==> config.mk <==
export PLATFORM = sky130hd
export DESIGN_NAME = wra_score_unit
export DESIGN_NICKNAME = d
export VERILOG_FILES = /design/src/sv/wraparound_repeat_alignment_assert.svh /design/src/sv/wra_pkg.sv /design/src/sv/wra_score_unit.sv
export SDC_FILE = /design/constraint.sdc
export NUM_CORES = 1
export LEC_CHECK = 0
export BUFFER_PORTS_ARGS = -buffer_cell sky130_fd_sc_hd__clkbuf_2
export CORE_ASPECT_RATIO = 0.9
export CORE_MARGIN = 2
export CORE_UTILIZATION = 23
export DETAILED_ROUTE_END_ITERATION = 7
export PLACE_DENSITY = 0.39
export SYNTH_ARGS = -nofsm -noshare
export SYNTH_HDL_FRONTEND = slang
export SYNTH_SLANG_ARGS = --single-unit
export TNS_END_PERCENT = 1
==> constraint.sdc <==
create_clock -name vclk -period 22.9
set_input_delay 3.435 -clock vclk [all_inputs]
set_output_delay 3.435 -clock vclk [all_outputs]
set_load 0.02 [all_outputs]
==> src/sv/wraparound_repeat_alignment_assert.svh <==
// Assertion macros shared by the alignment RTL.
// Needs a clk and an active-low rst_n in the scope where a macro is used.
`ifndef WRAPAROUND_REPEAT_ALIGNMENT_ASSERT_SVH
`define WRAPAROUND_REPEAT_ALIGNMENT_ASSERT_SVH

// Same-cycle implication.
`define WRA_ASSERT_NOW(name, ante, cons, msg) \
    name: assert property (@(posedge clk) disable iff (!rst_n) (ante) |-> (cons)) \
        else $error(msg);

// Next-cycle implication.
`define WRA_ASSERT_NEXT(name, ante, cons, msg) \
    name: assert property (@(posedge clk) disable iff (!rst_n) (ante) |=> (cons)) \
        else $error(msg);

`endif

==> src/sv/wra_pkg.sv <==
// Shared types and constants for the wraparound repeat alignment block.
// No dependencies.
package wra_pkg;

    localparam int MAX_UNIT_LEN_DEF = 32;
    localparam int MAX_READ_LEN_DEF = 512;
    localparam int MATRIX_DEPTH_DEF = 16929;

    localparam int SCORE_W = 16;
    localparam int CALC_W  = 18;
    localparam int CFG_W   = 4;
    localparam int CFG_IDX_W = 2;

    localparam logic [CFG_IDX_W-1:0] CFG_MATCH    = 2'd0;
    localparam logic [CFG_IDX_W-1:0] CFG_MISMATCH = 2'd1;
    localparam logic [CFG_IDX_W-1:0] CFG_INDEL    = 2'd2;

    localparam logic [CFG_W-1:0] MATCH_RST    = 4'd2;
    localparam logic [CFG_W-1:0] MISMATCH_RST = 4'd1;
    localparam logic [CFG_W-1:0] INDEL_RST    = 4'd1;

    typedef enum logic [1:0] {
        STATUS_OK      = 2'd0,
        STATUS_OVER    = 2'd1,
        STATUS_TB_FAIL = 2'd2
    } status_t;

    typedef enum logic [3:0] {
        ST_IDLE,
        ST_CHECK,
        ST_BOUND,
        ST_CLEAR,
        ST_ROW_END,
        ST_CELL,
        ST_TB_ISSUE,
        ST_TB_CUR,
        ST_TB_DIAG,
        ST_TB_UP,
        ST_TB_LEFT,
        ST_DONE
    } state_t;

    typedef enum logic [2:0] {
        TB_MATCH,
        TB_MISMATCH,
        TB_DELETE,
        TB_INSERT,
        TB_STOP,
        TB_FAIL
    } tb_move_t;

    typedef struct packed {
        tb_move_t           move;
        logic [SCORE_W-1:0] cur_next;
    } tb_dec_t;

    typedef struct packed {
        logic       req_type;
        logic [7:0] symbol;
        logic       is_last;
    } req_t;

    typedef struct packed {
        logic [9:0]  match_count;
        logic [9:0]  mismatch_count;
        logic [9:0]  insertion_count;
        logic [14:0] deletion_count;
        logic [4:0]  start_phase;
        logic [1:0]  status;
    } rsp_t;

endpackage

==> src/sv/wra_score_unit.sv <==
// Shared score arithmetic: cell recurrence for the fill and the step choice
// for the traceback. Depends on wra_pkg.
module wra_score_unit (
    input  logic                          same,
    input  logic                          col_gt1,
    input  logic [wra_pkg::SCORE_W-1:0]   diag,
    input  logic [wra_pkg::SCORE_W-1:0]   up,
    input  logic [wra_pkg::SCORE_W-1:0]   left,
    input  logic [wra_pkg::SCORE_W-1:0]   cur,
    input  logic [wra_pkg::CFG_W-1:0]     gain_amt,
    input  logic [wra_pkg::CFG_W-1:0]     sub_cost,
    input  logic [wra_pkg::CFG_W-1:0]     gap_cost,
    output logic [wra_pkg::SCORE_W-1:0]   cell_score,
    output wra_pkg::tb_dec_t              tb_dec
);

    logic signed [wra_pkg::CALC_W-1:0] diag_s;
    logic signed [wra_pkg::CALC_W-1:0] cur_s;
    logic signed [wra_pkg::CALC_W-1:0] mg_s;
    logic signed [wra_pkg::CALC_W-1:0] mp_s;
    logic signed [wra_pkg::CALC_W-1:0] ip_s;
    logic signed [wra_pkg::CALC_W-1:0] gain_s;
    logic signed [wra_pkg::CALC_W-1:0] sub_s;
    logic signed [wra_pkg::CALC_W-1:0] up_s;
    logic signed [wra_pkg::CALC_W-1:0] left_s;
    logic signed [wra_pkg::CALC_W-1:0] best_s;

    assign diag_s = signed'({2'b00, diag});
    assign cur_s  = signed'({2'b00, cur});
    assign mg_s   = signed'(wra_pkg::CALC_W'(gain_amt));
    assign mp_s   = signed'(wra_pkg::CALC_W'(sub_cost));
    assign ip_s   = signed'(wra_pkg::CALC_W'(gap_cost));
    assign gain_s = diag_s + mg_s;
    assign sub_s  = diag_s - mp_s;
    assign up_s   = signed'({2'b00, up}) - ip_s;
    assign left_s = signed'({2'b00, left}) - ip_s;

    always_comb
    begin
        best_s = '0;
        if (sub_s > best_s)
        begin
            best_s = sub_s;
        end
        if (up_s > best_s)
        begin
            best_s = up_s;
        end
        if (col_gt1 && left_s > best_s)
        begin
            best_s = left_s;
        end
        if (same)
        begin
            best_s = gain_s;
        end
        cell_score = best_s[wra_pkg::SCORE_W-1:0];
    end

    // Step priority: match, mismatch, deletion, insertion.
    always_comb
    begin
        tb_dec.cur_next = cur;
        if (same && cur_s == gain_s)
        begin
            tb_dec.move     = wra_pkg::TB_MATCH;
            tb_dec.cur_next = wra_pkg::SCORE_W'(cur_s - mg_s);
        end
        else if (!same && cur_s == sub_s)
        begin
            tb_dec.move     = wra_pkg::TB_MISMATCH;
            tb_dec.cur_next = wra_pkg::SCORE_W'(cur_s + mp_s);
        end
        else if (col_gt1 && cur_s == left_s)
        begin
            tb_dec.move     = wra_pkg::TB_DELETE;
            tb_dec.cur_next = wra_pkg::SCORE_W'(cur_s + ip_s);
        end
        else if (cur_s == up_s)
        begin
            tb_dec.move     = wra_pkg::TB_INSERT;
            tb_dec.cur_next = wra_pkg::SCORE_W'(cur_s + ip_s);
        end
        else if (cur == '0)
        begin
            tb_dec.move = wra_pkg::TB_STOP;
        end
        else
        begin
            tb_dec.move = wra_pkg::TB_FAIL;
        end
    end

endmodule

==> metrics.yaml, run 1 <==
power:
  ir_drop_uv: 7.70
  p_leak_nw: 3.06
  power_w: 0.000188
  power.density_nw_per_um2: 25.9
synth:
  syn_area_um2: 6490
  synth.avg_cell_area_um2: 6.95
  synth.largest_area_cell: "ha_1"
  synth_most_common_cell: "xnor2_1"
  netlist_top_cells_area: "ha_1 (12%), xnor2_1 (9.7%), xor2_1 (4.6%), a21oi_1 (4.2%), nand2_1 (3.7%)"
  synthCells: 933
  synth.distinct_cells: 85
  yosys-top-cells-count: "xnor2_1 (72), nand2_1 (64), ha_1 (62), inv_1 (59)"
  yosysSeqAreaShare: 0
  syn-num-nets: 1080
  synth_top_area_frac: 0.120
  yosys_warnings: 0
worst_hold_path:
  whs_endpoint: "tb_dec[0]"
  worstHoldPathType: "input port to primary output"
  holdCritStartpoint: "gain_amt[0]"
  whs_path_depth: 4
final_layout:
  nets: 1135
  antenna_cells: 0
  clockBufferCount: 0
  synthToLayoutAreaGrowth_pct: 11.9
  stdcell_count: 1346
  fin_util: 0.261
  drive_above_1_share: 0.159
  design.seq.count: 0
  seq_area_um2: 0
floorplanning:
  ioPinCount: 113
  start_util: 0.233
  die-area_um2: 29600
  rows: 58
  die_w_um: 181
  core_um2: 27900
  fp.dieH_um: 163
detailed_routing:
  ant_nets: 0
  drc: 0
  wl_per_cell_um: 21.8
  drt-vias-per-instance: 5.46
  vias: 7346
  drt_pass1_iterations: 6
  drt_wl_total_um: 29300
  drt-initial-drc-count: 818
placement:
  place_inst: 1346
  dp_hpwl_um: 24700
  placement.io_buffers: 113
  routabilityCongestion: 0.912
grt:
  grt_max_degree: 35
  track_usage: 0.192
  grt.overflow.total: 0
  grt_pass1_vias: 6918
  antenna_found_initial: 1
  grt_pass1_wl_um: 43600
timing:
  setup_viol_count_final: 0
  min_period_ns: 13.90
  worst_pin_slew_ns: 1.12
  drv_slew: 0
  slew_headroom: 0.249
  hold_violations: 0
  rsz0062_at_grt: "false"
  tns_ns: 0
  fin_crit_sh: 0.607
  fmax_mhz: 71.9
critical_path:
  critPathRequiredTime_ns: 19.47
  path_max_fanout: 20
  start_kind: "input port"
  critPathMaxStageDelay_ns: 0.43
  critical_path_class: "input port to primary output"
  cp-end-kind: "primary output"
  slowest_stage: "a2111oi_0"
  arrival_ns: 10.46
clock_tree:
  ctsHoldBuffers: 0
  cts.repair.resized: 0
  postCtsSetupBuffers: 0
status:
  status: "finished clean"
job:
  cap_violations: 0
layer usage:
layer | vias to the layer above | GRT usage | wire length (um)
li1 | 3569 | - | -
met1 | 3442 | 0.288 | 14500
met2 | 314 | 0.299 | 12300
met3 | 21 | 0.0214 | 2020
met4 | 0 | 0.0273 | 472
met5 | - | 0 | 0
layout by cell type (no fill, tap or decap), types with 5 or more instances in the layout:
| cell | Yosys | final |
|---|---|---|
| and4_1 | 9 | 9 |
| a22oi_1 | 9 | 9 |
| or3_1 | 19 | 19 |
| nand4_1 | 18 | 18 |
| nor2_1 | 55 | 55 |
| and3_1 | 14 | 14 |
| clkbuf_2 | 2 | 113 |
| mux2_2 | 13 | 13 |
| and2_1 | 15 | 15 |
| ha_1 | 62 | 62 |
| nor4_1 | 16 | 16 |
| o2111ai_1 | 7 | 7 |
| fa_1 | 7 | 7 |
| o31ai_1 | 5 | 5 |
| o21ai_0 | 36 | 36 |
| a2111oi_0 | 9 | 9 |
| o21a_1 | 13 | 13 |
| nor2b_1 | 21 | 21 |
| inv_1 | 59 | 59 |
| xnor2_1 | 72 | 72 |
| a31oi_1 | 14 | 14 |
| o22ai_1 | 5 | 5 |
| a21o_1 | 30 | 30 |
| a21oi_1 | 55 | 55 |
| nor3_1 | 30 | 30 |
| a211oi_1 | 10 | 10 |
| nand2_1 | 64 | 64 |
| nand2b_1 | 19 | 19 |
| xor2_1 | 34 | 34 |
| mux2i_1 | 10 | 10 |
| o211ai_1 | 9 | 9 |
| a41oi_1 | 5 | 5 |
| nand3_1 | 27 | 27 |
| or4_1 | 10 | 10 |
| or2_2 | 9 | 9 |
worst max path at each step:
stage             from             to  slack, ns  cells past startpoint
3_5_place_dp   diag[0]  cell_score[1]       9.08                     31
2_1_floorplan  diag[0]  cell_score[5]       9.78                     31
5_1_grt        diag[0]  cell_score[1]       8.40                     31
6_report       diag[0]  cell_score[1]       9.00                     31
4_1_cts        diag[0]  cell_score[1]       9.00                     31
3_3_place_gp   diag[0]  cell_score[1]       9.18                     31
final cells by class:
cell class | instances | area [um2]
fillers | 3189 | 20600
well taps | 360 | 450
inverters | 59 | 221
repair buffers | 114 | 573
multi-input cells | 813 | 6010
where the power goes:
part | internal, W | switching (W)
sequential | 0 | 0
combinational | 0.0000699 | 0.000118
clock | 0 | 0
critical path: cells and delay by family:
kind / cells / cell delay (ns)
buf+inv: 4 / 0.70
fa+ha+maj: 4 / 1.27
compound gates: 16 / 3.16
simple gates: 5 / 1.14
mux: 2 / 0.77
through the flow:
step | hold slack, ns | setup WS [ns] | instance area, um2
2_1_floorplan | 7.14 | 9.78 | 6490
3_3_place_gp | 7.33 | 9.18 | 7260
3_5_place_dp | 7.34 | 9.08 | 7260
4_1_cts | 7.34 | 9.00 | 7260
5_1_grt | 7.38 | 8.40 | 7260
6_report | 7.34 | 9.00 | 7260
logic make-up after synthesis:
family	Yosys count	synth area share
AO/OA/AOI/OAI	255	0.279
XOR/XNOR	112	0.163
adder cells (fa/ha/maj)	69	0.141
buffers and inverters	120	0.0739
multiplexers	23	0.0380
other	1	0.000578
AND/OR/NAND/NOR	353	0.304
Note: power is estimated with default switching activity, not from simulation.
==> run 2, diff against run 1 <==
==> constraint.sdc (replaced) <==
create_clock -name vclk -period 13.6
set_input_delay 2.04 -clock vclk [all_inputs]
set_output_delay 2.04 -clock vclk [all_outputs]
set_load 0.02 [all_outputs]
==> run 2 against run 1 <==
Cell count about the same. Non-clock buffer count rose by 1. Via count shrank 0.29%. Worst setup slack lost 6.5 ns. Combinational power grew 70%. Core utilization barely moved. Hold slack worse by 2.8 ns. First-iteration DRC count down 8.3%. Sequential share of layout area did not move. Die area unchanged.
==> metrics.yaml, run 2 (synthesis results as in run 1) <==
worst_hold_path:
  worstHoldPathType: "input port to primary output"
  whs_path_depth: 4
critical_path:
  arrival_ns: 9.06
  crit_family: "compound AO/OA/AOI/OAI gates"
  cp-end-kind: "primary output"
  path_max_fanout: 20
  crit_cells: 31
  cp.buffers_inverters: 4
  critPathMaxStageDelay_ns: 0.45
  slowest_stage: "nand2_1"
  critical_path_class: "input port to primary output"
  critPathRequiredTime_ns: 11.56
  start_kind: "input port"
detailed_routing:
  drt_wl_total_um: 29600
  drt_pass1_iterations: 5
  ant_nets: 0
  drc: 0
  drt-vias-per-instance: 5.44
  wl_per_cell_um: 22.0
  drt-initial-drc-count: 750
  vias: 7325
job:
  cap_violations: 0
placement:
  routabilityCongestion: 0.927
  dpl-instance-area_um2: 7270
  placement.io_buffers: 113
  dp_hpwl_um: 24900
floorplanning:
  fp.dieH_um: 163
  start_util: 0.233
  die-area_um2: 29600
  ioPinCount: 113
  die_w_um: 181
  core_um2: 27900
  rows: 58
timing:
  rsz0062_at_grt: "false"
  worst_pin_slew_ns: 0.820
  slew_headroom: 0.439
  fin_crit_sh: 0.816
  fmax_mhz: 90.1
  setup_viol_count_final: 0
  hold_violations: 0
  tns_ns: 0
  min_period_ns: 11.10
  drv_slew: 0
power:
  power.density_nw_per_um2: 43.9
  ir_drop_uv: 17.8
  p_leak_nw: 3.07
final_layout:
  clockBufferCount: 0
  drive_above_1_share: 0.160
  final_common_cell: "clkbuf_2"
  antenna_cells: 0
  seq_area_um2: 0
  nets: 1136
  postLayoutCellArea_um2: 7270
  final_cell_mix: "clkbuf_2 (113), xnor2_1 (72), nand2_1 (64)"
  design.seq.count: 0
  synthToLayoutAreaGrowth_pct: 12.0
  nFillCells: 3188
status:
  status: "finished clean"
grt:
  grt_max_degree: 35
  grt_pass1_vias: 7001
  grt_pass1_wl_um: 44200
  grt.overflow.total: 0
  antenna_found_initial: 0
  track_usage: 0.194
clock_tree:
  ctsHoldBuffers: 0
  cts.repair.resized: 0
  postCtsSetupBuffers: 0
## run 2: cell count changes in the layout (fill, tap and decap cells not counted)
cell,before,now
buf_4,1,2
## run 2: area by class of cell
class	count	area [um2]	area share
multi-input cells	813	6010	0.828
well taps	360	450	0.0620
repair buffers	115	581	0.0799
inverters	59	221	0.0305
## run 2: worst paths after layout
kind / start / end / slack, ns
min: gain_amt[0] / tb_dec[0] / 4.54
max: diag[0] / cell_score[1] / 2.50
## run 2: where the power goes
group	switching, W	internal (W)	total, W
registers	0	0	0
clock network	0	0	0
logic	0.000201	0.000118	0.000319
## run 2: metrics by stage
step,util,setup slack (ns),hold WS (ns),total power [W],cells
2_1_floorplan,-,3.27,4.35,0.000212,933
3_3_place_gp,0.261,2.65,4.55,0.000318,1347
3_5_place_dp,0.261,2.58,4.55,0.000314,1347
4_1_cts,0.261,2.51,4.55,0.000317,1347
5_1_grt,0.261,1.90,4.58,0.000349,1347
6_report,0.261,2.50,4.54,0.000319,1347
## run 2: routing by layer
metal  up-vias  wire [um]  track usage
met3        16       1780       0.0114
met4         0        344       0.0203
met5         -          0            0
li1       3569          -            -
met1      3438      15200        0.302
met2       302      12300        0.300
==> run 3, diff against run 2 <==
--- a/config.mk
+++ b/config.mk
@@ -10,7 +10,7 @@
 export CORE_MARGIN = 2
 export CORE_UTILIZATION = 23
 export DETAILED_ROUTE_END_ITERATION = 7
-export PLACE_DENSITY = 0.39
+export PLACE_DENSITY = 0.4
 export SYNTH_ARGS = -nofsm -noshare
 export SYNTH_HDL_FRONTEND = slang
 export SYNTH_SLANG_ARGS = --single-unit
==> constraint.sdc (replaced) <==
create_clock -name vclk -period 9.6
set_input_delay 1.44 -clock vclk [all_inputs]
set_output_delay 1.44 -clock vclk [all_outputs]
set_load 0.02 [all_outputs]
==> run 3 against run 2 <==
Core utilization up 0.60 points. Combinational power increased by 45%. First-iteration DRC count down 5.5%. Total power grew 45%. Highest routed layer unchanged. Largest cell class unchanged. Worst setup slack worse by 2.2 ns.
==> metrics.yaml, run 3 (synthesis results as in run 1) <==
detailed_routing:
  drt-initial-drc-count: 709
  ant_nets: 0
  drc: 0
  wl_per_cell_um: 22.0
  drt_pass1_iterations: 6
  drt-vias-per-instance: 5.43
  vias: 7422
  drt_wl_total_um: 30100
floorplanning:
  die_w_um: 181
  rows: 58
  fp.dieH_um: 163
  start_util: 0.233
  die-area_um2: 29600
  ioPinCount: 113
  core_um2: 27900
grt:
  grt_pass1_vias: 7073
  track_usage: 0.197
  grt.overflow.total: 0
  grt_pass1_wl_um: 44500
  grt_max_degree: 35
  antenna_found_initial: 0
critical_path:
  arrival_ns: 7.83
  cp-end-kind: "primary output"
  start_kind: "input port"
  critPathMaxStageDelay_ns: 0.46
  crit_top_cell: "a21o_1"
  path_max_fanout: 10
  critical_path_class: "input port to primary output"
  critPathRequiredTime_ns: 8.16
  slowest_stage: "mux2_2"
power:
  power_w: 0.000464
  power.density_nw_per_um2: 62.4
  p_leak_nw: 3.17
  ir_drop_uv: 17.4
timing:
  min_period_ns: 9.27
  hold_violations: 0
  setup_viol_count_final: 0
  worst_pin_slew_ns: 1.08
  fin_crit_sh: 0.966
  tns_ns: 0
  hold_ws_ns: 3.35
  rsz0062_at_grt: "false"
  slew_headroom: 0.274
  drv_slew: 0
  fmax_mhz: 108
final_layout:
  clockBufferCount: 0
  nets: 1157
  synthToLayoutAreaGrowth_pct: 14.6
  final_common_cell: "clkbuf_2"
  drive_above_1_share: 0.180
  stdcell_count: 1368
  final_cell_mix: "clkbuf_2 (113), xnor2_1 (72), nand2_1 (63)"
  seq_area_um2: 0
  design.seq.count: 0
  antenna_cells: 0
worst_hold_path:
  worstHoldPathType: "input port to primary output"
status:
  status: "finished clean"
placement:
  dp_hpwl_um: 25600
  routabilityCongestion: 0.980
  place_inst: 1365
  placement.io_buffers: 113
job:
  cap_violations: 0
==> run 3: what timing repair did <==
item                       in CTS  in global routing
hold buffers                    0                  0
setup endpoints to repair       0                 15
gates resized for setup         0                  4
setup buffers                   0                  3
==> run 3: final timing paths <==
check                   start        endpoint  slack, ns  depth (start not counted)
setup / recovery  sub_cost[2]  cell_score[15]       0.33                         30
hold / removal    gain_amt[0]       tb_dec[0]       3.35                          4
==> run 3: critical path, delay by kind of cell <==
kind                       cells  cell delay, ns
AOI/OAI and AO/OA             17            3.29
xor gates and xnor gates       1            0.21
adders and majority gates      3            0.83
buffers and inverters          4            0.51
muxes                          1            0.46
and+or+nand+nor                4            1.07
==> run 3: where the power goes <==
group,switching [W],internal [W],total [W],leakage [nW]
combinational,0.000287,0.000177,0.000464,3.17
clock,0,0,0,0
sequential,0,0,0,0
==> run 3: stage by stage <==
| stage | cell area, um2 | setup slack, ns | utilization |
|---|---|---|---|
| after floorplan | 6490 | 0.469 | - |
| after global placement | 7400 | 0.451 | 0.266 |
| after detailed placement | 7400 | 0.346 | 0.266 |
| after CTS | 7400 | 0.302 | 0.266 |
| after global routing | 7430 | 0.000829 | 0.267 |
| final | 7430 | 0.327 | 0.267 |
==> run 3: cell type report <==
type	count	area [um2]
fillers	3190	20400
repair buffers	136	742
well taps	360	450
inverters	59	221
multi-input cells	813	6020
==> run 3: metal layers <==
metal,vias up,global-route usage,part of all wire
li1,3615,-,-
met5,-,0,0
met1,3470,0.303,0.50
met4,0,0.0355,0.018
met3,32,0.0181,0.065
met2,305,0.299,0.41
